$ cat src/rtl/pvs_pkg.sv
// Shared types, constants and tables of the polyphonic voice synth core.
package pvs_pkg;

    localparam int VOICES_DEF  = 16;
    localparam int SAMPLE_RATE = 48000;

    localparam int KEY_W   = 7;
    localparam int VEL_W   = 7;
    localparam int TICKS_W = 16;
    localparam int SPT_W   = 24;
    localparam int STEP_W  = 16;
    localparam int SMP_W   = 16;
    localparam int PHASE_W = 24;
    localparam int ENV_W   = 17;
    localparam int REM_W   = 32;
    localparam int SUM_W   = 24;

    localparam logic [STEP_W-1:0] ATTACK_RST  = 16'd273;
    localparam logic [STEP_W-1:0] RELEASE_RST = 16'd17;
    localparam logic [STEP_W-1:0] COEF_RST    = 16'd31477;
    localparam logic [SPT_W-1:0]  SPT_RST     = 24'd64000;

    localparam logic [1:0] FUNC_RENDER  = 2'd0;
    localparam logic [1:0] FUNC_NOTE_ON = 2'd1;
    localparam logic [1:0] FUNC_ALL_OFF = 2'd2;

    localparam logic [1:0] CFG_ATTACK  = 2'd0;
    localparam logic [1:0] CFG_RELEASE = 2'd1;
    localparam logic [1:0] CFG_COEF    = 2'd2;
    localparam logic [1:0] CFG_SPT     = 2'd3;

    typedef enum logic [4:0] {
        ST_IDLE, ST_OFF, ST_NO_SCAN, ST_NO_ERD, ST_NO_ECMP, ST_NO_WR,
        ST_R_RD, ST_R_LD, ST_R_ENV, ST_R_T2, ST_R_IN1, ST_R_IN2, ST_R_Y,
        ST_R_MIXA, ST_R_MIX, ST_R_FILT, ST_R_P1, ST_R_P2, ST_R_DIVA,
        ST_R_DIVQ, ST_R_ACC, ST_CLIP
    } state_t;

    typedef enum logic [4:0] {
        OP_NONE, OP_LATCH, OP_CLEAR_ALL, OP_SCAN, OP_RD, OP_ECMP, OP_NOTE_WR,
        OP_LOAD, OP_ENV, OP_T2, OP_IN1, OP_IN2, OP_Y, OP_MIXA, OP_MIX,
        OP_FILT, OP_P1, OP_P2, OP_DIVA, OP_DIVQ, OP_ACC, OP_CLIP
    } dp_op_t;

    typedef struct packed {
        logic active;
        logic retire;
        logic out_busy;
    } dp_status_t;

    typedef struct packed {
        logic [PHASE_W-1:0]      phase;
        logic [PHASE_W-1:0]      inc;
        logic [ENV_W-1:0]        env;
        logic signed [SMP_W-1:0] filt;
        logic [VEL_W-1:0]        vel;
        logic [REM_W-1:0]        rem;
    } voice_t;

    // Top octave (keys 120..131) in Hz, Q16.16.
    function automatic logic [31:0] top_hz(input logic [3:0] note);
        logic [31:0] hz;
        case (note)
            4'd0:    hz = 32'd548668578;
            4'd1:    hz = 32'd581294109;
            4'd2:    hz = 32'd615859655;
            4'd3:    hz = 32'd652480576;
            4'd4:    hz = 32'd691279090;
            4'd5:    hz = 32'd732384684;
            4'd6:    hz = 32'd775934543;
            4'd7:    hz = 32'd822074013;
            4'd8:    hz = 32'd870957077;
            4'd9:    hz = 32'd922746880;
            4'd10:   hz = 32'd977616265;
            4'd11:   hz = 32'd1035748353;
            default: hz = 32'd0;
        endcase
        return hz;
    endfunction

    function automatic logic [15:0] tanh_pt(input logic [5:0] i);
        logic [15:0] v;
        case (i)
            6'd0:  v = 16'd0;     6'd1:  v = 16'd4075;  6'd2:  v = 16'd8026;
            6'd3:  v = 16'd11743; 6'd4:  v = 16'd15143; 6'd5:  v = 16'd18173;
            6'd6:  v = 16'd20813; 6'd7:  v = 16'd23070; 6'd8:  v = 16'd24956;
            6'd9:  v = 16'd26519; 6'd10: v = 16'd27797; 6'd11: v = 16'd28831;
            6'd12: v = 16'd29660; 6'd13: v = 16'd30322; 6'd14: v = 16'd30847;
            6'd15: v = 16'd31262; 6'd16: v = 16'd31589; 6'd17: v = 16'd31846;
            6'd18: v = 16'd32048; 6'd19: v = 16'd32206; 6'd20: v = 16'd32329;
            6'd21: v = 16'd32426; 6'd22: v = 16'd32500; 6'd23: v = 16'd32559;
            6'd24: v = 16'd32606; 6'd25: v = 16'd32642; 6'd26: v = 16'd32670;
            6'd27: v = 16'd32691; 6'd28: v = 16'd32708; 6'd29: v = 16'd32722;
            6'd30: v = 16'd32732; 6'd31: v = 16'd32740; 6'd32: v = 16'd32746;
            default: v = 16'd32746;
        endcase
        return v;
    endfunction

endpackage

$ cat src/rtl/pvs_ctrl.sv
// Sequencer for note allocation, all-off and per-voice sample rendering.
module pvs_ctrl import pvs_pkg::*; #(
    parameter int VOICES = VOICES_DEF,
    localparam int VW = (VOICES > 1) ? $clog2(VOICES) : 1
) (
    input  logic          clk,
    input  logic          rst_n,
    input  logic          in_valid,
    output logic          in_ready,
    input  logic [1:0]    func,
    input  dp_status_t    status,
    output dp_op_t        op,
    output logic [VW-1:0] idx
);

    localparam logic [VW-1:0] LAST = VW'(VOICES - 1);

    state_t        state_reg, state_next;
    logic [VW-1:0] idx_reg, idx_next;

    always_ff @(posedge clk or negedge rst_n)
    begin
        if (!rst_n)
        begin
            state_reg <= ST_IDLE;
            idx_reg   <= '0;
        end
        else
        begin
            state_reg <= state_next;
            idx_reg   <= idx_next;
        end
    end

    assign idx      = idx_reg;
    assign in_ready = (state_reg == ST_IDLE);

    always_comb
    begin
        state_next = state_reg;
        idx_next   = idx_reg;
        op         = OP_NONE;
        case (state_reg)
            ST_IDLE:
            begin
                idx_next = '0;
                if (in_valid)
                begin
                    op = OP_LATCH;
                    case (func)
                        FUNC_RENDER:  state_next = ST_R_RD;
                        FUNC_NOTE_ON: state_next = ST_NO_SCAN;
                        FUNC_ALL_OFF: state_next = ST_OFF;
                        default:      state_next = ST_IDLE;
                    endcase
                end
            end
            ST_OFF:
            begin
                op         = OP_CLEAR_ALL;
                state_next = ST_IDLE;
            end
            // look for the first free voice
            ST_NO_SCAN:
            begin
                op = OP_SCAN;
                if (!status.active)
                begin
                    state_next = ST_NO_WR;
                end
                else if (idx_reg == LAST)
                begin
                    idx_next   = '0;
                    state_next = ST_NO_ERD;
                end
                else
                begin
                    idx_next = idx_reg + 1'b1;
                end
            end
            // all busy: steal the lowest envelope
            ST_NO_ERD:
            begin
                op         = OP_RD;
                state_next = ST_NO_ECMP;
            end
            ST_NO_ECMP:
            begin
                op = OP_ECMP;
                if (idx_reg == LAST)
                begin
                    state_next = ST_NO_WR;
                end
                else
                begin
                    idx_next   = idx_reg + 1'b1;
                    state_next = ST_NO_ERD;
                end
            end
            ST_NO_WR:
            begin
                op         = OP_NOTE_WR;
                state_next = ST_IDLE;
            end
            ST_R_RD:
            begin
                op = OP_RD;
                if (status.active)
                begin
                    state_next = ST_R_LD;
                end
                else if (idx_reg == LAST)
                begin
                    state_next = ST_CLIP;
                end
                else
                begin
                    idx_next = idx_reg + 1'b1;
                end
            end
            ST_R_LD:
            begin
                op         = OP_LOAD;
                state_next = ST_R_ENV;
            end
            ST_R_ENV:
            begin
                op = OP_ENV;
                if (!status.retire)
                begin
                    state_next = ST_R_T2;
                end
                else if (idx_reg == LAST)
                begin
                    state_next = ST_CLIP;
                end
                else
                begin
                    idx_next   = idx_reg + 1'b1;
                    state_next = ST_R_RD;
                end
            end
            ST_R_T2:
            begin
                op         = OP_T2;
                state_next = ST_R_IN1;
            end
            ST_R_IN1:
            begin
                op         = OP_IN1;
                state_next = ST_R_IN2;
            end
            ST_R_IN2:
            begin
                op         = OP_IN2;
                state_next = ST_R_Y;
            end
            ST_R_Y:
            begin
                op         = OP_Y;
                state_next = ST_R_MIXA;
            end
            ST_R_MIXA:
            begin
                op         = OP_MIXA;
                state_next = ST_R_MIX;
            end
            ST_R_MIX:
            begin
                op         = OP_MIX;
                state_next = ST_R_FILT;
            end
            ST_R_FILT:
            begin
                op         = OP_FILT;
                state_next = ST_R_P1;
            end
            ST_R_P1:
            begin
                op         = OP_P1;
                state_next = ST_R_P2;
            end
            ST_R_P2:
            begin
                op         = OP_P2;
                state_next = ST_R_DIVA;
            end
            ST_R_DIVA:
            begin
                op         = OP_DIVA;
                state_next = ST_R_DIVQ;
            end
            ST_R_DIVQ:
            begin
                op         = OP_DIVQ;
                state_next = ST_R_ACC;
            end
            ST_R_ACC:
            begin
                op = OP_ACC;
                if (idx_reg == LAST)
                begin
                    state_next = ST_CLIP;
                end
                else
                begin
                    idx_next   = idx_reg + 1'b1;
                    state_next = ST_R_RD;
                end
            end
            // hold until the output register is free
            ST_CLIP:
            begin
                if (!status.out_busy)
                begin
                    op         = OP_CLIP;
                    state_next = ST_IDLE;
                end
            end
            default:
            begin
                state_next = ST_IDLE;
            end
        endcase
    end

endmodule

$ cat config.mk
export PLATFORM = sky130hd
export DESIGN_NAME = pvs_ctrl
export DESIGN_NICKNAME = d
export VERILOG_FILES = /design/src/rtl/pvs_pkg.sv /design/src/rtl/pvs_ctrl.sv
export SDC_FILE = /design/constraint.sdc
export NUM_CORES = 1
export LEC_CHECK = 0
export ABC_CLOCK_PERIOD_IN_PS = 1900
export BUFFER_PORTS_ARGS = -buffer_cell sky130_fd_sc_hd__buf_4
export CAP_MARGIN = 30
export CORE_UTILIZATION = 45
export CTS_BUF_LIST = sky130_fd_sc_hd__clkbuf_16
export CTS_CLUSTER_SIZE = 16
export DETAILED_ROUTE_END_ITERATION = 7
export GPL_ROUTABILITY_DRIVEN = 0
export PLACE_DENSITY = 0.69
export SLEW_MARGIN = 20
export SYNTH_ARGS = -nofsm -noshare
export SYNTH_HDL_FRONTEND = slang
export SYNTH_SLANG_ARGS = --single-unit
$ cat constraint.sdc
create_clock -name clk -period 1.9 [get_ports clk]
set_input_delay 0.57 -clock clk [delete_from_list [all_inputs] [get_ports clk]]
set_output_delay 0.57 -clock clk [all_outputs]
set_load 0.01 [all_outputs]
==> After elaboration in Yosys (flattened, before gate mapping) <==
Index checks and enable logic that the tools add are counted.
{ "word_totals": {"regBits": 9, "output_inout_bits": 10, "elab_cells": 61} }
{ "classes": {"n_addsub": 1, "eq_ne": 31, "mux": 20, "n_reduce_logical": 7} }
{ "ops": {"columns": ["operator", "count"], "rows": [
  ["$pmux 5 s21", 1],
  ["$pmux 5 s20", 1],
  ["$mux 5", 9],
  ["$eq 5x4->1 const B", 8],
  ["$eq 5x5->1 const B", 6],
  ["$eq 5x3->1 const B", 4],
  ["$mux 4", 5],
  ["$pmux 4 s5", 1],
  ["$eq 5x2->1 const B", 2],
  ["$ne 2x2->1 const B", 5],
  ["$pmux 3 s3", 1],
  ["$reduce_and 4->1", 2],
  ["$ne 3x3->1 const B", 2],
  ["$eq 5x1->1 const B", 1],
  ["$logic_not 5->1", 1],
  ["$reduce_bool 5->1", 1],
  ["$add 4x1->4 const B", 1],
  ["$eq 4x4->1 const B", 1],
  ["$reduce_or 2->1", 2],
  ["$mux 3", 1],
  ["$eq 2x1->1 const B", 1],
  ["$eq 2x2->1 const B", 1],
  ["$logic_not 2->1", 1],
  ["$mux 1", 1]
]} }

==> Depth between registers and ports, before layout <==
Gate-level depths: netlist (run 1).
{ "logic_depth": {"ltp_word": 4, "mapped_depth": 8} }

==> Worst setup path before layout (run 1) <==
OpenSTA, ideal clock, no wires.
{ "synth_path": {"path_kind": "register -> output", "startpoint": "register state_reg[0]", "endpoint": "output op[1]", "arrival_ps": 1515, "t_required_ps": 1330, "slack_ps": -185, "path_stages_with_launch": 7, "path_cell_list": "dfrtp_1 -> buf_1 -> clkbuf_1 -> nor2b_1 -> xnor2_1 -> nor2_1 -> a21oi_1"} }
{ "synth_between": {"elab_chain_cells": 3, "elab_cells_between_ends": 24, "cone_classes": "eq/ne (21); mux (1); reduce/logical (2)"} }
{ "synth_rtl": {"columns": ["item", "line_no", "rtl"], "rows": [
  ["from (decl)", "pvs_ctrl.sv:18", "state_t state_reg, state_next;"],
  ["from (signal assigned)", "pvs_ctrl.sv:30", "state_reg <= state_next;"],
  ["$eq 5x3->1 / $eq 5x2->1 (equally long branches)", "pvs_ctrl.sv:43", "case (state_reg)"],
  ["$reduce_or 2->1 (no line)", null, null],
  ["$pmux 5 s21 *", "pvs_ctrl.sv:43", null],
  ["to (decl)", "pvs_ctrl.sv:12", "output dp_op_t op,"]
]} }
Every way passes the cells marked *; elsewhere a longest branch is shown, timed or not.

==> Worst setup path after layout (run 1) <==
{ "layout_path": {"startpoint": "register state_reg[1]", "endpoint": "output op[0]"} }
The elaborated chain is that of the path after synthesis.

==> results of run 1 <==
[worst max path at each step]
stage / startpoint / endpoint / slack [ns] / cells past startpoint
after detailed placement: state_reg[4]$_DFFE_PN0P_ / idx[3]$_DFFE_PN0P_ / -0.04 / 6
after CTS: state_reg[1]$_DFFE_PN0P_ / op[0] / -0.14 / 5
after floorplan: state_reg[4]$_DFFE_PN0P_ / op[0] / 0.003 / 6
after global routing: state_reg[1]$_DFFE_PN0P_ / op[0] / -0.18 / 6
after global placement: in_valid / op[0] / 0.006 / 6
final: state_reg[1]$_DFFE_PN0P_ / op[0] / -0.15 / 5
[repair_timing]
item / CTS / global route
cloned: 0 / 0
gates resized for setup: 10 / 11
endpoints found under the setup margin: 9 / 12
hold endpoints to repair: 0 / 0
pin swaps: 1 / 6
setup buffers: 9 / 4
[report_power, final]
part           total (uW)  switching, uW  leakage (uW)  internal (uW)
combinational        1810            876      0.000551            935
sequential            359            102      0.000113            257
clock                 367           91.9     0.0000423            275
[kinds of logic after synthesis]
group / Yosys count / share of synthesized area
AOI/OAI and AO/OA: 48 / 0.3329
xor gates and xnor gates: 3 / 0.02689
adders and majority gates: 1 / 0.01280
buffers and inverters: 16 / 0.07171
DFF: 9 / 0.2305
muxes: 1 / 0.01024
and+or+nand+nor: 55 / 0.3150
[per-layer routing]
layer,global-route usage,share of wire
met5,0,0
met4,0.1078,0.0047
met3,0.02516,0.048
met2,0.4653,0.51
met1,0.3667,0.44
[synthesized netlist by cell type (2+ instances only)]
cell type and n:
a211oi_1 3, a21o_1 5, a21oi_1 13, a31oi_1 4
a32oi_1 3, buf_1 3, buf_2 8, clkbuf_1 2
dfrtp_1 9, inv_1 3, nand2_1 10, nand2b_1 6
nand3_1 7, nor2_1 9, nor2b_1 5, nor3_1 3
nor4_1 2, nor4b_1 2, o21ai_0 2, o21ai_1 5
o22ai_1 2, o32a_1 2, or3_1 3, or4_1 2
xnor2_1 3
[cell type report]
type | instances | area (um^2) | area share
repair buffers | 57 | 445.4 | 0.2855
clock buffers | 3 | 75.07 | 0.04812
well taps | 27 | 33.78 | 0.02165
inverters | 3 | 11.26 | 0.007217
clock inverters | 1 | 3.754 | 0.002406
multi-input cells | 108 | 759.5 | 0.4868
flip-flops and latches | 9 | 231.5 | 0.1484
[metrics by stage]
stage               power, uW  std cells  instance area [um^2]  hold slack [ns]    util
floorplan                1249        133                  1002           0.2744       -
global placement         1848        191                  1315           0.3949  0.6569
detailed placement       1877        191                  1315           0.3972  0.6569
CTS                      2383        204                  1484           0.1468  0.7413
global route             2690        208                  1560           0.1575  0.7794
finish                   2537        208                  1560           0.1498  0.7794
[worst register-to-register path: stages, from the launching register on]
cell	delay [ns]
dfrtp_2	0.44
or4_4	0.55
buf_4	0.16
or3_1	0.32
a32oi_1	0.19
o21ai_1	0.09
o21ai_1	0.12
==> flow_summary_export.csv, run 1 <==
group,metric,value,unit
timing,worst_slew_pin_slew,0.4083,ns
timing,slew_violations,0,
clock_network,cts_tree,"yes",
clock_network,path_clk_slew,0.04,ns
logic_synthesis,synth_top_area_share,0.2305,
critical_path,endpoint_kind,"primary output",
logic_synthesis,synth.distinct_cells,42,
final_layout,layout_commonest_cell,"buf_4",
drt,postRouteWirelength,3395,um
critical_path,reg2reg_slack,-0.05,ns
drt,ant_nets,0,
final_layout,antennaDiodeCount,0,
logic_synthesis,postSynthCellCount,133,
logic_synthesis,synth-seq-cells,9,
critical_path,ff2ff_path_depth,6,
clock_network,clk_latency,0.23,ns
timing,maxSlewHeadroom,0.7261,
clock_network,holdBufCountCts,0,
drt,drc_errors,0,
logic_synthesis,synth_edf_count,0,
die,num_rows,16,
power,powerDensity,1626,nW/um^2
clock_network,cts_buffers,3,
clock_network,cts_root_buf,"clkbuf_16",
global_route,grt_pass1_vias,1090,
critical_path,path_max_fanout,8,
timing,finalCritPeriodShare,1.077,
timing,report.final.hold_viol_count,0,
critical_path,crit_slowest_cell,"dfrtp_2",
final_layout,syn2layout_area_growth,59.67,%
placement,dp_hpwl,2123,um
job,drv_cap,0,
final_layout,final_cell_mix,"buf_4 (53), a21oi_1 (12), nor2_1 (9), nand2_1 (9), nand3_1 (7)",
critical_path,r2r-start,"state_reg[0]$_DFFE_PN0P_",
final_layout,fin_nets,191,
critical_path,path_cells,"nand2b_4 > a211oi_2 > a21oi_1 > o22ai_2 > buf_4",
timing,fin_ws,-0.1455,ns
timing,rsz0062_at_grt,"yes",
global_route,grt_max_degree,22,
timing,setup_viol_count_final,6,
drt,viasPerCell,6.087,
critical_path,cp_top_family,"flip-flops",
logic_synthesis,yosysWarnings,0,
timing,min_period,2.046,ns
critical_path,cp-start-kind,"flip-flop",
global_route,antenna_found_initial,0,
drt,first_pass_iters,4,
final_layout,largest_reg_flops,5,
die,die_h,48.60,um
outcome,failed_checks,"negative setup slack",
logic_synthesis,yosysSeqAreaShare,0.2305,
outcome,outcome,"finished with violations",
logic_synthesis,async_reset_ff_frac,1.000,
clock_network,cts_buffer_depth,2,
drt,wl_per_cell,16.32,um
logic_synthesis,syn_area,977.2,um^2
timing,skew,0.003097,ns
critical_path,critPathRequiredTime,1.33,ns
critical_path,worst_r2r_endpoint,"state_reg[2]$_DFFE_PN0P_",
global_route,grt_usage,0.2776,
drt,drtIter0Drc,51,
die,dieArea,2362,um^2
power,leakage,0.0007064,uW
logic_synthesis,synth_nets,142,
placement,io_buffers,17,
critical_path,critPathBufInv,1,
final_layout,fill_cells,144,
clock_network,cts_sinks,9,
die,io_pins,18,
final_layout,drive_above_1_share,0.4641,
logic_synthesis,ys.flop_type,"dfrtp_1",
timing,tns,-0.4916,ns
logic_synthesis,yosys.area.top_type,"dfrtp_1",
die,dieWidth,48.60,um
timing,fmax,488.9,MHz
drt,vias,1266,
critical_path,slowest_delay,0.48,ns
die,core,2002,um^2
critical_path,worstSetupPathType,"flip-flop to primary output",
global_route,overflow,0,
global_route,grt_pass1_wl,5099,um
clock_network,htree_levels,1,
hold_path,min_path_type,"input pin to async pin",
critical_path,cp.arrival,1.48,ns
die,initial_utilization,0.4881,
placement,dp_slack,-0.03634,ns
power,vdd_drop_max,1.221,mV
logic_synthesis,synthTopCellsByArea,"dfrtp_1 (23%), a21oi_1 (6.7%), buf_2 (4.1%)",
logic_synthesis,syn_area_per_cell,7.347,um^2
Power figures use the tool's default switching activity.
==> run 2: changes to the inputs <==
--- a/config.mk
+++ b/config.mk
@@ -10,3 +10,3 @@
 export CAP_MARGIN = 30
-export CORE_UTILIZATION = 45
+export CORE_UTILIZATION = 40
 export CTS_BUF_LIST = sky130_fd_sc_hd__clkbuf_16
@@ -15,3 +15,2 @@
 export GPL_ROUTABILITY_DRIVEN = 0
-export PLACE_DENSITY = 0.69
 export SLEW_MARGIN = 20
--- a/constraint.sdc
+++ b/constraint.sdc
@@ -3,2 +3,2 @@
 set_output_delay 0.57 -clock clk [all_outputs]
-set_load 0.01 [all_outputs]
+set_load 0.1 [all_outputs]
==> flow_summary_export.csv, run 2 (same netlist as run 1, synthesis figures left out) <==
group,metric,value,unit
final_layout,final_cell_mix,"buf_4 (43), a21oi_1 (10), nand2_1 (9)",
final_layout,drive_above_1_share,0.5543,
global_route,grt_usage,0.2852,
critical_path,cp-start-kind,"flip-flop",
global_route,grt_max_degree,17,
clock_network,clk_latency,0.24,ns
drt,wl_per_cell,18.59,um
power,leakage,0.0007659,uW
timing,skew,0.001693,ns
die,core,2255,um^2
timing,min_period,2.178,ns
timing,finalCritPeriodShare,1.147,
drt,ant_nets,0,
critical_path,cp-startpoint,"state_reg[1]$_DFFE_PN0P_",
global_route,overflow,0,
die,io_pins,18,
drt,viasPerCell,6.099,
final_layout,syn2layout_area_growth,90.01,%
timing,holdWs,0.1527,ns
critical_path,cp.arrival,1.61,ns
clock_network,holdBufCountCts,0,
power,power.share.switching,0.5154,
final_layout,fill_cells,120,
power,p_int,1875,uW
outcome,outcome,"finished with violations",
placement,dp_hpwl,2323,um
critical_path,path_max_fanout,6,
clock_network,path_clk_slew,0.04,ns
power,powerDensity,2084,nW/um^2
final_layout,antennaDiodeCount,0,
global_route,grt_use_met3,0.05357,
critical_path,reg2reg_slack,-0.09,ns
placement,io_buffers,17,
global_route,grt_most_used_layer,"met2",
critical_path,endpoint_kind,"primary output",
clock_network,cts_tree,"yes",
global_route,met1_usage,0.3920,
global_route,met2_usage,0.4762,
global_route,antenna_found_initial,0,
drt,postRouteWirelength,3941,um
power,combPwrFrac,0.807,
job,drv_cap,0,
power,pwr-share-clk,0.096,
clock_network,htree_levels,1,
timing,setup_viol_count_final,7,
die,initial_utilization,0.4334,
timing,fin_ws,-0.2784,ns
final_layout,layout_commonest_cell,"buf_4",
clock_network,cts_buffer_depth,2,
critical_path,worstSetupPathType,"flip-flop to primary output",
die,dieWidth,51.43,um
final_layout,regArea,241.5,um^2
timing,fmax,459.1,MHz
power,vdd_drop_max,2.196,mV
timing,maxSlewHeadroom,0.7278,
clock_network,cts_root_buf,"clkbuf_16",
die,die_h,51.43,um
drt,vias,1293,
critical_path,critPathRequiredTime,1.33,ns
final_layout,final_cells,212,
drt,drc_errors,0,
die,num_rows,17,
drt,first_pass_iters,4,
global_route,grt_pass1_vias,1100,
timing,rsz0062_at_grt,"yes",
power,p_switching,1994,uW
timing,report.final.hold_viol_count,0,
final_layout,largest_reg_flops,5,
die,dieArea,2645,um^2
final_layout,fin_nets,194,
power,seqPwrFrac,0.097,
drt,drtIter0Drc,45,
clock_network,cts_sinks,9,
timing,slew_violations,0,
critical_path,ff2ff_path_depth,6,
clock_network,cts_buffers,3,
critical_path,r2r-start,"state_reg[1]$_DFFE_PN0P_",
timing,worst_slew_pin_slew,0.4083,ns
placement,dp_slack,-0.1824,ns
placement,place_inst,198,
outcome,failed_checks,"negative setup slack",
critical_path,worst_r2r_endpoint,"state_reg[2]$_DFFE_PN0P_",
hold_path,min_path_type,"input pin to async pin",
final_layout,multi_input_area,908.4,um^2
global_route,grt_pass1_wl,5485,um
-- run 2: power by group through the flow --
stage          Combinational (uW)  Clock, uW  Sequential (uW)
6_report                     3120        371              376
5_1_grt                      3270        385              386
4_1_cts                      2690        373              340
3_5_place_dp                 2370          0              347
3_3_place_gp                 2340          0              342
2_1_floorplan                1640          0              469
-- run 2: worst max-delay path: stages (launching register included) --
cell	delay [ns]
dfrtp_2	0.47
or4_4	0.58
nor2_4	0.14
buf_12	0.18
-- run 2: routing by layer --
metal  wire length (um)  vias up  share of wire
li1                   -      608              -
met1               1701      614           0.43
met2               1928       62           0.49
met3                251        9          0.064
met4                 59        0          0.015
met5                  0        -              0
-- run 2: final cells by class --
cell class	instances	share of cell area
multi-input combinational	108	0.4892
sequential	9	0.1301
clock buffer	3	0.04043
clock inverter	1	0.002022
tap	28	0.01887
inverter	3	0.006065
timing repair buffer	60	0.3133
-- run 2: how the worst max path moves through the flow --
stage	endpoint	slack, ns	cells past startpoint
after floorplan	op[2]	-0.44	4
after global placement	op[0]	-0.17	6
after detailed placement	op[0]	-0.18	6
after CTS	in_ready	-0.24	3
after global routing	op[0]	-0.32	5
final	in_ready	-0.28	3
-- run 2: what timing repair did --
item                       in CTS  in global routing
pin swaps                       3                 11
gates resized for setup        32                 36
setup endpoints to repair      12                 13
buffers inserted                2                  9
-- run 2: stage by stage --
| step | area [um^2] | setup TNS [ns] | total power (uW) | utilization |
|---|---|---|---|---|
| 4_1_cts | 1627 | -1.098 | 3408 | 0.7214 |
| 3_5_place_dp | 1410 | -0.9414 | 2715 | 0.6254 |
| 2_1_floorplan | 1110 | -1.785 | 2107 | - |
| 5_1_grt | 1857 | -1.865 | 4043 | 0.8235 |
| 6_report | 1857 | -1.282 | 3869 | 0.8235 |
| 3_3_place_gp | 1410 | -0.7051 | 2679 | 0.6254 |
